$ cat src/ile_pkg.sv
// Shared types and codes for the indexed list engine.
// Used by the controller, the datapath and the top level; no dependencies.
package ile_pkg;

    localparam logic [2:0] KIND_GET      = 3'd0;
    localparam logic [2:0] KIND_ADD_HEAD = 3'd1;
    localparam logic [2:0] KIND_ADD_TAIL = 3'd2;
    localparam logic [2:0] KIND_ADD_AT   = 3'd3;
    localparam logic [2:0] KIND_DELETE   = 3'd4;

    localparam logic [1:0] ST_DONE  = 2'd0;
    localparam logic [1:0] ST_RANGE = 2'd1;
    localparam logic [1:0] ST_FULL  = 2'd2;

    localparam logic [31:0] READ_FAIL = 32'hFFFF_FFFF;

    typedef enum logic [3:0] {
        OP_NONE,
        OP_LOAD,
        OP_WALK_START,
        OP_WALK,
        OP_READ_ELEM,
        OP_ALLOC,
        OP_POP_FREE,
        OP_LINK_NEW,
        OP_LINK_PREV,
        OP_DEL_READ,
        OP_DEL_HEAD,
        OP_DEL_VICTIM,
        OP_DEL_BYPASS,
        OP_DEL_FREE,
        OP_FINISH
    } op_t;

    typedef enum logic [1:0] {
        CLS_GET,
        CLS_INS,
        CLS_DEL,
        CLS_FAIL
    } cls_t;

    typedef struct packed {
        op_t op;
    } cmd_t;

    typedef struct packed {
        cls_t cls;
        logic at_head;
        logic walk_needed;
        logic walk_last;
    } dp_status_t;

endpackage

$ cat src/ile_controller.sv
// Sequencer for the indexed list engine: steps each request through decode,
// link walk and store updates. Depends on ile_pkg.
module ile_controller (
    input  logic                clk,
    input  logic                rst_n,
    input  logic                start,
    input  ile_pkg::dp_status_t stat,
    output ile_pkg::cmd_t       cmd,
    output logic                busy
);

    import ile_pkg::*;

    typedef enum logic [3:0] {
        S_IDLE,
        S_DECIDE,
        S_WALK_GO,
        S_WALK,
        S_GET_RD,
        S_ALLOC,
        S_POP,
        S_LINK_NEW,
        S_LINK_PREV,
        S_DEL_RD,
        S_DEL_HEAD,
        S_DEL_VICT,
        S_DEL_BYPASS,
        S_DEL_FREE,
        S_FINISH
    } state_t;

    state_t state_reg, state_next;
    logic   busy_reg;
    state_t dispatch;

    always_comb
    begin
        case (stat.cls)
            CLS_GET: dispatch = S_GET_RD;
            CLS_INS: dispatch = S_ALLOC;
            CLS_DEL: dispatch = S_DEL_RD;
            default: dispatch = S_FINISH;
        endcase
    end

    always_comb
    begin
        state_next = state_reg;
        cmd.op     = OP_NONE;
        case (state_reg)
            S_IDLE:
            begin
                if (start)
                begin
                    cmd.op     = OP_LOAD;
                    state_next = S_DECIDE;
                end
            end
            S_DECIDE:
            begin
                if (stat.cls == CLS_FAIL)
                begin
                    state_next = S_FINISH;
                end
                else if (stat.walk_needed)
                begin
                    state_next = S_WALK_GO;
                end
                else
                begin
                    state_next = dispatch;
                end
            end
            S_WALK_GO:
            begin
                cmd.op     = OP_WALK_START;
                state_next = S_WALK;
            end
            S_WALK:
            begin
                cmd.op = OP_WALK;
                if (stat.walk_last)
                begin
                    state_next = dispatch;
                end
            end
            S_GET_RD:
            begin
                cmd.op     = OP_READ_ELEM;
                state_next = S_FINISH;
            end
            S_ALLOC:
            begin
                cmd.op     = OP_ALLOC;
                state_next = S_POP;
            end
            S_POP:
            begin
                cmd.op     = OP_POP_FREE;
                state_next = S_LINK_NEW;
            end
            S_LINK_NEW:
            begin
                cmd.op     = OP_LINK_NEW;
                state_next = stat.at_head ? S_FINISH : S_LINK_PREV;
            end
            S_LINK_PREV:
            begin
                cmd.op     = OP_LINK_PREV;
                state_next = S_FINISH;
            end
            S_DEL_RD:
            begin
                cmd.op     = OP_DEL_READ;
                state_next = stat.at_head ? S_DEL_HEAD : S_DEL_VICT;
            end
            S_DEL_HEAD:
            begin
                cmd.op     = OP_DEL_HEAD;
                state_next = S_DEL_FREE;
            end
            S_DEL_VICT:
            begin
                cmd.op     = OP_DEL_VICTIM;
                state_next = S_DEL_BYPASS;
            end
            S_DEL_BYPASS:
            begin
                cmd.op     = OP_DEL_BYPASS;
                state_next = S_DEL_FREE;
            end
            S_DEL_FREE:
            begin
                cmd.op     = OP_DEL_FREE;
                state_next = S_FINISH;
            end
            S_FINISH:
            begin
                cmd.op     = OP_FINISH;
                state_next = S_IDLE;
            end
            default:
            begin
                state_next = S_IDLE;
            end
        endcase
    end

    always_ff @(posedge clk or negedge rst_n)
    begin
        if (!rst_n)
        begin
            state_reg <= S_IDLE;
            busy_reg  <= 1'b0;
        end
        else
        begin
            state_reg <= state_next;
            busy_reg  <= (state_next != S_IDLE);
        end
    end

    assign busy = busy_reg;

endmodule

$ cat config.mk
export PLATFORM = sky130hd
export DESIGN_NAME = ile_controller
export DESIGN_NICKNAME = d
export VERILOG_FILES = /design/src/ile_pkg.sv /design/src/ile_controller.sv
export SDC_FILE = /design/constraint.sdc
export NUM_CORES = 1
export LEC_CHECK = 0
export BUFFER_PORTS_ARGS = -buffer_cell sky130_fd_sc_hd__buf_2
export CORE_AREA = 2 2 39 41
export CTS_CLUSTER_SIZE = 40
export DETAILED_ROUTE_END_ITERATION = 8
export DIE_AREA = 0 0 41 43
export PLACE_DENSITY_LB_ADDON = 0.3
export REMOVE_ABC_BUFFERS = 1
export SYNTH_ARGS = -nofsm -noshare
export SYNTH_HDL_FRONTEND = slang
export SYNTH_SLANG_ARGS = --single-unit
$ cat constraint.sdc
create_clock -name clk -period 4.7 [get_ports clk]
set_input_delay 0 -clock clk [delete_from_list [all_inputs] [get_ports clk]]
set_output_delay 0 -clock clk [all_outputs]
set_load 0.005 [all_outputs]
## Yosys cells after proc, flatten, opt, wreduce, memory -nomap -nowiden

Index checks and enable logic that the tools add are counted.

- Bits in registers: 5
- Input port bits: 8
- Output and inout port bits: 5
- Logic and storage cells: 34

- Equality and inequality tests: 17
- Multiplexer cells: 10
- Reduce and logical (&&, ||, !) cells: 5

Operators by type and width:

| cell | count |
|---|---|
| $pmux 4 s14 | 1 |
| $pmux 4 s11 | 1 |
| $eq 4x4->1 const B | 7 |
| $eq 4x3->1 const B | 4 |
| $mux 4 | 4 |
| $pmux 4 s3 | 1 |
| $eq 4x2->1 const B | 2 |
| $eq 2x2->1 const B | 2 |
| $eq 4x1->1 const B | 1 |
| $logic_not 4->1 | 1 |
| $reduce_bool 4->1 | 1 |
| $mux 3 | 1 |
| $reduce_or 3->1 | 1 |
| $eq 2x1->1 const B | 1 |
| $logic_not 2->1 | 1 |
| $mux 1 | 2 |
| $reduce_or 2->1 | 1 |

## Longest topological paths before layout

Gate-level depths: netlist (run 1).

- Word-level depth: 6
- Depth in mapped cells: 7
- Mapped depth without buffers: 7

## Worst setup path before layout (run 1)

No wires, ideal clock.

- Path kind: reg-to-reg
- Start point: register state_reg[2]
- End point: register busy_reg (netlist: busy)
- Arrival time: 1.745 ns
- Setup slack: 2.816 ns
- Stages on the path, launching flop included: 6
- Buffers on the path: 0
- Period minus slack after synthesis: 1.884 ns
- Cells stage by stage: dfrtp_1 > or2_0 > or4_1 > o211ai_2 > o2111ai_2 > or4_1

- Word-level cells in the longest chain between the ends: 4

RTL lines:

| what | RTL line | RTL |
|---|---|---|
| from (decl) | ile_controller.sv:32 | `state_t state_reg, state_next;` |
| from (signal assigned) | ile_controller.sv:158 | `state_reg <= state_next;` |
| $eq 4x4->1 / $eq 4x3->1 (equally long branches) | ile_controller.sv:50 | `case (state_reg)` |
| $reduce_or 3->1 (no source line) / $reduce_or 2->1 (equally long branches) | -- |  |
| $pmux 4 s11 * | ile_controller.sv:50 |  |
| named net state_next[1] | ile_controller.sv:32 |  |
| $reduce_bool 4->1 * | ile_controller.sv:159 | `busy_reg <= (state_next != S_IDLE);` |
| to (signal assigned) | ile_controller.sv:159 |  |
| to (decl) | ile_controller.sv:33 | `logic busy_reg;` |

Mark *: on every way through the listed nets, which the timed path passes. The rest lies on a longest branch.

## Worst setup path in the final report (run 1)

- Start point: register state_reg[0]
- End point: register busy_reg (netlist: busy)

The elaborated chain is that of the path after synthesis.

==> results.sh, run 1 <==
export IMPL_status="complete, no violations"
export IMPL_vdd_drop_max_mv=0.177
export IMPL_cts_root_buf="clkbuf_4"
export IMPL_clock_latency_ps=230
export IMPL_grt_pass1_vias=532
export IMPL_r2r_slack_ps=2500
export IMPL_globalplace_congestion=0.883
export IMPL_setup_viol=0
export IMPL_hold_viol=0
export IMPL_cts_sinks=5
export IMPL_area_growth_pct=15.9
export IMPL_multi_input_area_sq_um=359
export IMPL_cts_resized=0
export IMPL_fmax_mhz=454
export IMPL_cts_buffer_depth=2
export IMPL_regArea_sq_um=125
export IMPL_r2r_end="busy"
export IMPL_tightest_slew_ps=542
export IMPL_pin_count=13
export IMPL_synth_ff_type="dfrtp_1"
export IMPL_grt_max_degree=18
export IMPL_initial_core_util_pct=38.6
export IMPL_p_leak_nw=0.255
export IMPL_end_kind="flip-flop"
export IMPL_synth_edf_count=0
export IMPL_grt_pass1_wl_um=2170
export IMPL_p_per_area_nw_per_um2=623
export IMPL_rr_worst_depth=5
export IMPL_tns_ps=0
export IMPL_synth_seq_cells=5
export IMPL_synthesis_instances=70
export IMPL_ant_nets=0
export IMPL_fill_cells=149
export IMPL_cts_tree="done"
export IMPL_numCtsBuffers=3
export IMPL_maxSlewHeadroom_pct=63.8
export IMPL_die_w_um=41
export IMPL_vias=562
export IMPL_path_clk_slew_ps=40
export IMPL_drtIter0Drc=11
export IMPL_finalCritPeriodShare_pct=46.9
export IMPL_grt_antenna_before_repair=0
export IMPL_fin_nets=93
export IMPL_r2r_start="state_reg[0]"
export IMPL_postCtsHoldBufs=1
export IMPL_wirelength_um=1280
export IMPL_critPathKind="flip-flop to flip-flop"
export IMPL_start_kind="flip-flop"
export IMPL_yosys_warnings=0
export IMPL_coreArea_sq_um=1380
export IMPL_first_pass_iters=4
export IMPL_drcViolationCount=0
export IMPL_crit_fanout=17
export IMPL_routed_via_density=5.79
export IMPL_grt_usage_pct=17.0
export IMPL_drt_wirelength_per_cell_um=13.2
export IMPL_die_h_um=43
export IMPL_crit_arrival_ps=2300
export IMPL_crit_chain="nor2b_1 > a21oi_1 > o221a_1 > a311o_1 > or4_1"
export IMPL_n_antenna_cell=0
export IMPL_clock_skew_ps=1.50
export IMPL_rsz0062_at_grt="no"
export IMPL_rows=14
export IMPL_async_reset_ff_share_pct=100
export IMPL_dieArea_sq_um=1760
export IMPL_finalCriticalPeriod_ps=2200
export IMPL_dp_hpwl_um=941
export IMPL_drive_above_1_share_pct=21.0
export IMPL_post_cts_buffers=0
export IMPL_slowest_stage="dfrtp_1"
export IMPL_ys_seq_area_share_pct=23.4
export IMPL_globalRouteOverflowTotal=0
export IMPL_max_cap_violations=0
export IMPL_synth_area_sq_um=534
export IMPL_syn_area_per_cell_sq_um=7.63
export IMPL_cp_startpoint="state_reg[0]"
export IMPL_hold_path_class="primary input to async pin"
export IMPL_max_stage_delay_ps=650
export IMPL_finalMaxSlewViolations=0
export IMPL_htreeDepth=1
export IMPL_ys_types=32
export IMPL_largest_register_ffs=4
export IMPL_final_util_pct=44.8
export IMPL_cp_required_ps=4800
export IMPL_port_buffer_count=12
## worst max path at each step
stage                      end  slack [ps]  cells after the start
after floorplan           busy        2700                      5
after global placement    busy        2540                      5
after detailed placement  busy        2520                      5
after CTS                 busy        2520                      5
after global routing      busy        2380                      5
final                     busy        2500                      5
## cells in the mapped netlist (2+ instances only)
cell type | instances | area share [%]
nand2_1 | 7 | 4.9
o21ai_0 | 4 | 3.7
nand3b_1 | 2 | 2.8
buf_2 | 4 | 3.7
a31oi_1 | 3 | 3.5
nor3_1 | 2 | 1.9
a21oi_1 | 5 | 4.7
ha_1 | 3 | 7.0
nor2b_1 | 2 | 2.3
dfrtp_1 | 5 | 23
inv_1 | 5 | 3.5
or4_1 | 2 | 2.8
nand2b_1 | 2 | 2.3
nand3_1 | 3 | 2.8
nor2_1 | 4 | 2.8
## layout make-up
type                            instances  area share [%]
Clock buffer                            4            4.24
Inverter                                5            3.03
Multi-Input combinational cell         54            58.0
Sequential cell                         5            20.2
Tap cell                               16            3.23
Timing Repair Buffer                   13            11.3
## cell families (layout without fill, tap and decap cells)
group,Yosys count,after routing,synth area share [%]
AOI/OAI and AO/OA,25,25,34.7
and+or+nand+nor,25,25,23.9
buffers and inverters,11,22,9.37
DFF,5,5,23.4
adders and majority gates,3,3,7.03
xor gates and xnor gates,1,1,1.64
## critical path: cells and delay by family (launching register included)
family | cells | cell delay [ps]
AOI/OAI and AO/OA | 3 | 620
DFF | 1 | 650
and+or+nand+nor | 2 | 800
## layout by cell type (no fill, tap or decap), types with 2 or more instances in the layout
| cell | synthesis | layout |
|---|---|---|
| nor2b_1 | 2 | 2 |
| nand2b_1 | 2 | 2 |
| nand3b_1 | 2 | 2 |
| nor2_1 | 4 | 4 |
| or4_1 | 2 | 2 |
| nand3_1 | 3 | 3 |
| nor3_1 | 2 | 2 |
| dfrtp_1 | 5 | 5 |
| nand2_1 | 7 | 7 |
| a31oi_1 | 3 | 3 |
| buf_2 | 4 | 12 |
| inv_1 | 5 | 5 |
| ha_1 | 3 | 3 |
| clkbuf_4 | 0 | 3 |
| a21oi_1 | 5 | 5 |
| o21ai_0 | 4 | 4 |
## through the flow
stage | cell area, sq um | setup WS [ps] | instances | total power (W) | hold WS (ps)
after CTS | 619 | 2520 | 97 | 0.000383 | 104
after floorplan | 503 | 2700 | 64 | 0.000261 | -296
after global routing | 619 | 2380 | 97 | 0.000419 | 113
after detailed placement | 583 | 2520 | 92 | 0.000331 | -182
after global placement | 583 | 2540 | 92 | 0.000330 | -184
final | 619 | 2500 | 97 | 0.000386 | 107
## power breakdown
group	total (W)	internal (W)	switching, W
clock	0.0000474	0.0000320	0.0000154
combinational	0.000207	0.000103	0.000105
sequential	0.000131	0.0000627	0.0000683
## layer usage
layer,share of wire [%],vias to the layer above,track usage (%)
met4,0,0,4.00
met5,0,-,0
met2,53,12,29.4
met1,44,270,22.1
met3,2.7,0,0.524
li1,-,280,-
Power figures use the tool's default switching activity.
==> run 2, diff against run 1 <==
==> constraint.sdc (replaced) <==
create_clock -name clk -period 2 [get_ports clk]
set_input_delay 0 -clock clk [delete_from_list [all_inputs] [get_ports clk]]
set_output_delay 0 -clock clk [all_outputs]
set_load 0.005 [all_outputs]
==> run 2 against run 1 <==
Compared with the run above:
- final area increased by 12%
- non-clock buffer count is 8 higher
- clock-buffer cell count stayed put
==> results.sh, run 2 (same netlist as run 1, synthesis figures left out) <==
export IMPL_status="complete, no violations"
export IMPL_critPathKind="flip-flop to flip-flop"
export IMPL_cts_buffer_depth=2
export IMPL_hold_path_class="primary input to async pin"
export IMPL_dp_slack_ps=40.4
export IMPL_tightest_slew_ps=388
export IMPL_first_pass_iters=4
export IMPL_die_w_um=41
export IMPL_cp_startpoint="state_reg[3]"
export IMPL_pin_count=13
export IMPL_initial_core_util_pct=38.6
export IMPL_start_kind="flip-flop"
export IMPL_dp_hpwl_um=1090
export IMPL_die_h_um=43
export IMPL_max_cap_violations=0
export IMPL_routed_via_density=6.03
export IMPL_dieArea_sq_um=1760
export IMPL_cts_root_buf="clkbuf_4"
export IMPL_area_growth_pct=30.2
export IMPL_regArea_sq_um=125
export IMPL_grt_antenna_before_repair=0
export IMPL_crit_arrival_ps=2080
export IMPL_htreeDepth=1
export IMPL_tns_ps=0
export IMPL_drtIter0Drc=33
export IMPL_globalplace_congestion=0.878
export IMPL_path_clk_slew_ps=50
export IMPL_place_area_sq_um=656
export IMPL_hold_viol=0
export IMPL_multi_input_area_sq_um=359
export IMPL_fmax_mhz=509
export IMPL_finalCriticalPeriod_ps=1960
export IMPL_layout_commonest_cell="buf_2"
export IMPL_layout_common_cells="12 x buf_2, 7 x nand2_1, 7 x buf_4"
export IMPL_end_kind="flip-flop"
export IMPL_coreArea_sq_um=1380
export IMPL_grt_usage_pct=19.8
export IMPL_fin_nets=101
export IMPL_fill_cells=136
export IMPL_p_total_w=0.00106
export IMPL_cts_tree="done"
export IMPL_grt_pass1_vias=544
export IMPL_rsz0062_at_grt="no"
export IMPL_crit_fanout=2
export IMPL_finalMaxSlewViolations=0
export IMPL_clock_skew_ps=3.37
export IMPL_post_cts_buffers=0
export IMPL_stdcell_count=105
export IMPL_setup_viol=0
export IMPL_ant_nets=0
export IMPL_maxSlewHeadroom_pct=74.0
export IMPL_cts_sinks=5
export IMPL_vias=633
export IMPL_largest_register_ffs=4
export IMPL_cp_required_ps=2110
export IMPL_drcViolationCount=0
export IMPL_drt_wirelength_per_cell_um=13.3
export IMPL_placedCellCount=100
export IMPL_grt_max_degree=15
export IMPL_globalRouteOverflowTotal=0
export IMPL_wirelength_um=1400
export IMPL_p_leak_nw=0.292
export IMPL_clock_latency_ps=250
export IMPL_numCtsBuffers=3
export IMPL_r2r_start="state_reg[3]"
export IMPL_grt_pass1_wl_um=2330
export IMPL_fin_ws_ps=35.0
export IMPL_rows=14
export IMPL_port_buffer_count=12
export IMPL_n_antenna_cell=0
export IMPL_finalCritPeriodShare_pct=98.2
export IMPL_vdd_drop_max_mv=0.539
export IMPL_p_per_area_nw_per_um2=1530
export IMPL_fin_area_sq_um=696
export IMPL_drive_above_1_share_pct=29.2
==> run 2: changes by cell type in the layout (fill, tap and decap cells not counted) <==
| cell | before | now |
|---|---|---|
| buf_12 | 0 | 1 |
| buf_4 | 0 | 7 |
| clkinvlp_4 | 0 | 1 |
| inv_1 | 5 | 4 |
==> run 2: worst paths after layout <==
| kind | to | slack (ps) | cells after the start |
|---|---|---|---|
| worst max-delay path | busy | 40 | 5 |
| worst max register to register | busy | 40 | 5 |
| min in group clk | state_reg[1] | 150 | 4 |
| max in group asynchronous | state_reg[3] | 1770 | 2 |
| worst min-delay path | state_reg[1] | 90 | 2 |
| worst min register to register | state_reg[3] | 750 | 2 |
==> run 2: what timing repair did <==
item	4_1_cts	5_1_grt
hold buffers	1	0
endpoints found under the setup margin	0	1
gates resized for setup	0	1
hold endpoints to repair	5	0
==> run 2: per-stage QoR <==
stage               hold slack, ps  utilization (%)
CTS                           90.7             50.0
finish                        91.8             50.3
detailed placement            -177             47.4
floorplan                     -296                -
global route                  89.8             50.3
global placement              -184             47.4
==> run 2: cell type report <==
type                            instances  share of cell area, %
Inverter                                5                   3.24
Sequential cell                         5                   18.0
Tap cell                               16                   2.88
Timing Repair Buffer                   21                   20.5
Clock buffer                            4                   3.78
Multi-Input combinational cell         54                   51.6
==> run 2: layer usage <==
metal | GRT usage (%) | wire length [um] | up-vias
met1 | 25.0 | 544 | 278
li1 | - | - | 297
met5 | 0 | 0 | -
met4 | 11.3 | 36 | 0
met3 | 6.81 | 152 | 8
met2 | 28.1 | 668 | 50
==> run 2: where the power goes <==
part / switching (W) / total (W) / internal [W]
Sequential: 0.0000313 / 0.000181 / 0.000150
Combinational: 0.000404 / 0.000760 / 0.000356
Clock: 0.0000475 / 0.000123 / 0.0000758
==> run 2: critical path, cell delays in order, from the launching register on <==
cell and delay (ps):
dfrtp_1 400, or2_0 230, or4_1 430, o211ai_2 90, o2111ai_2 140, or4_1 550
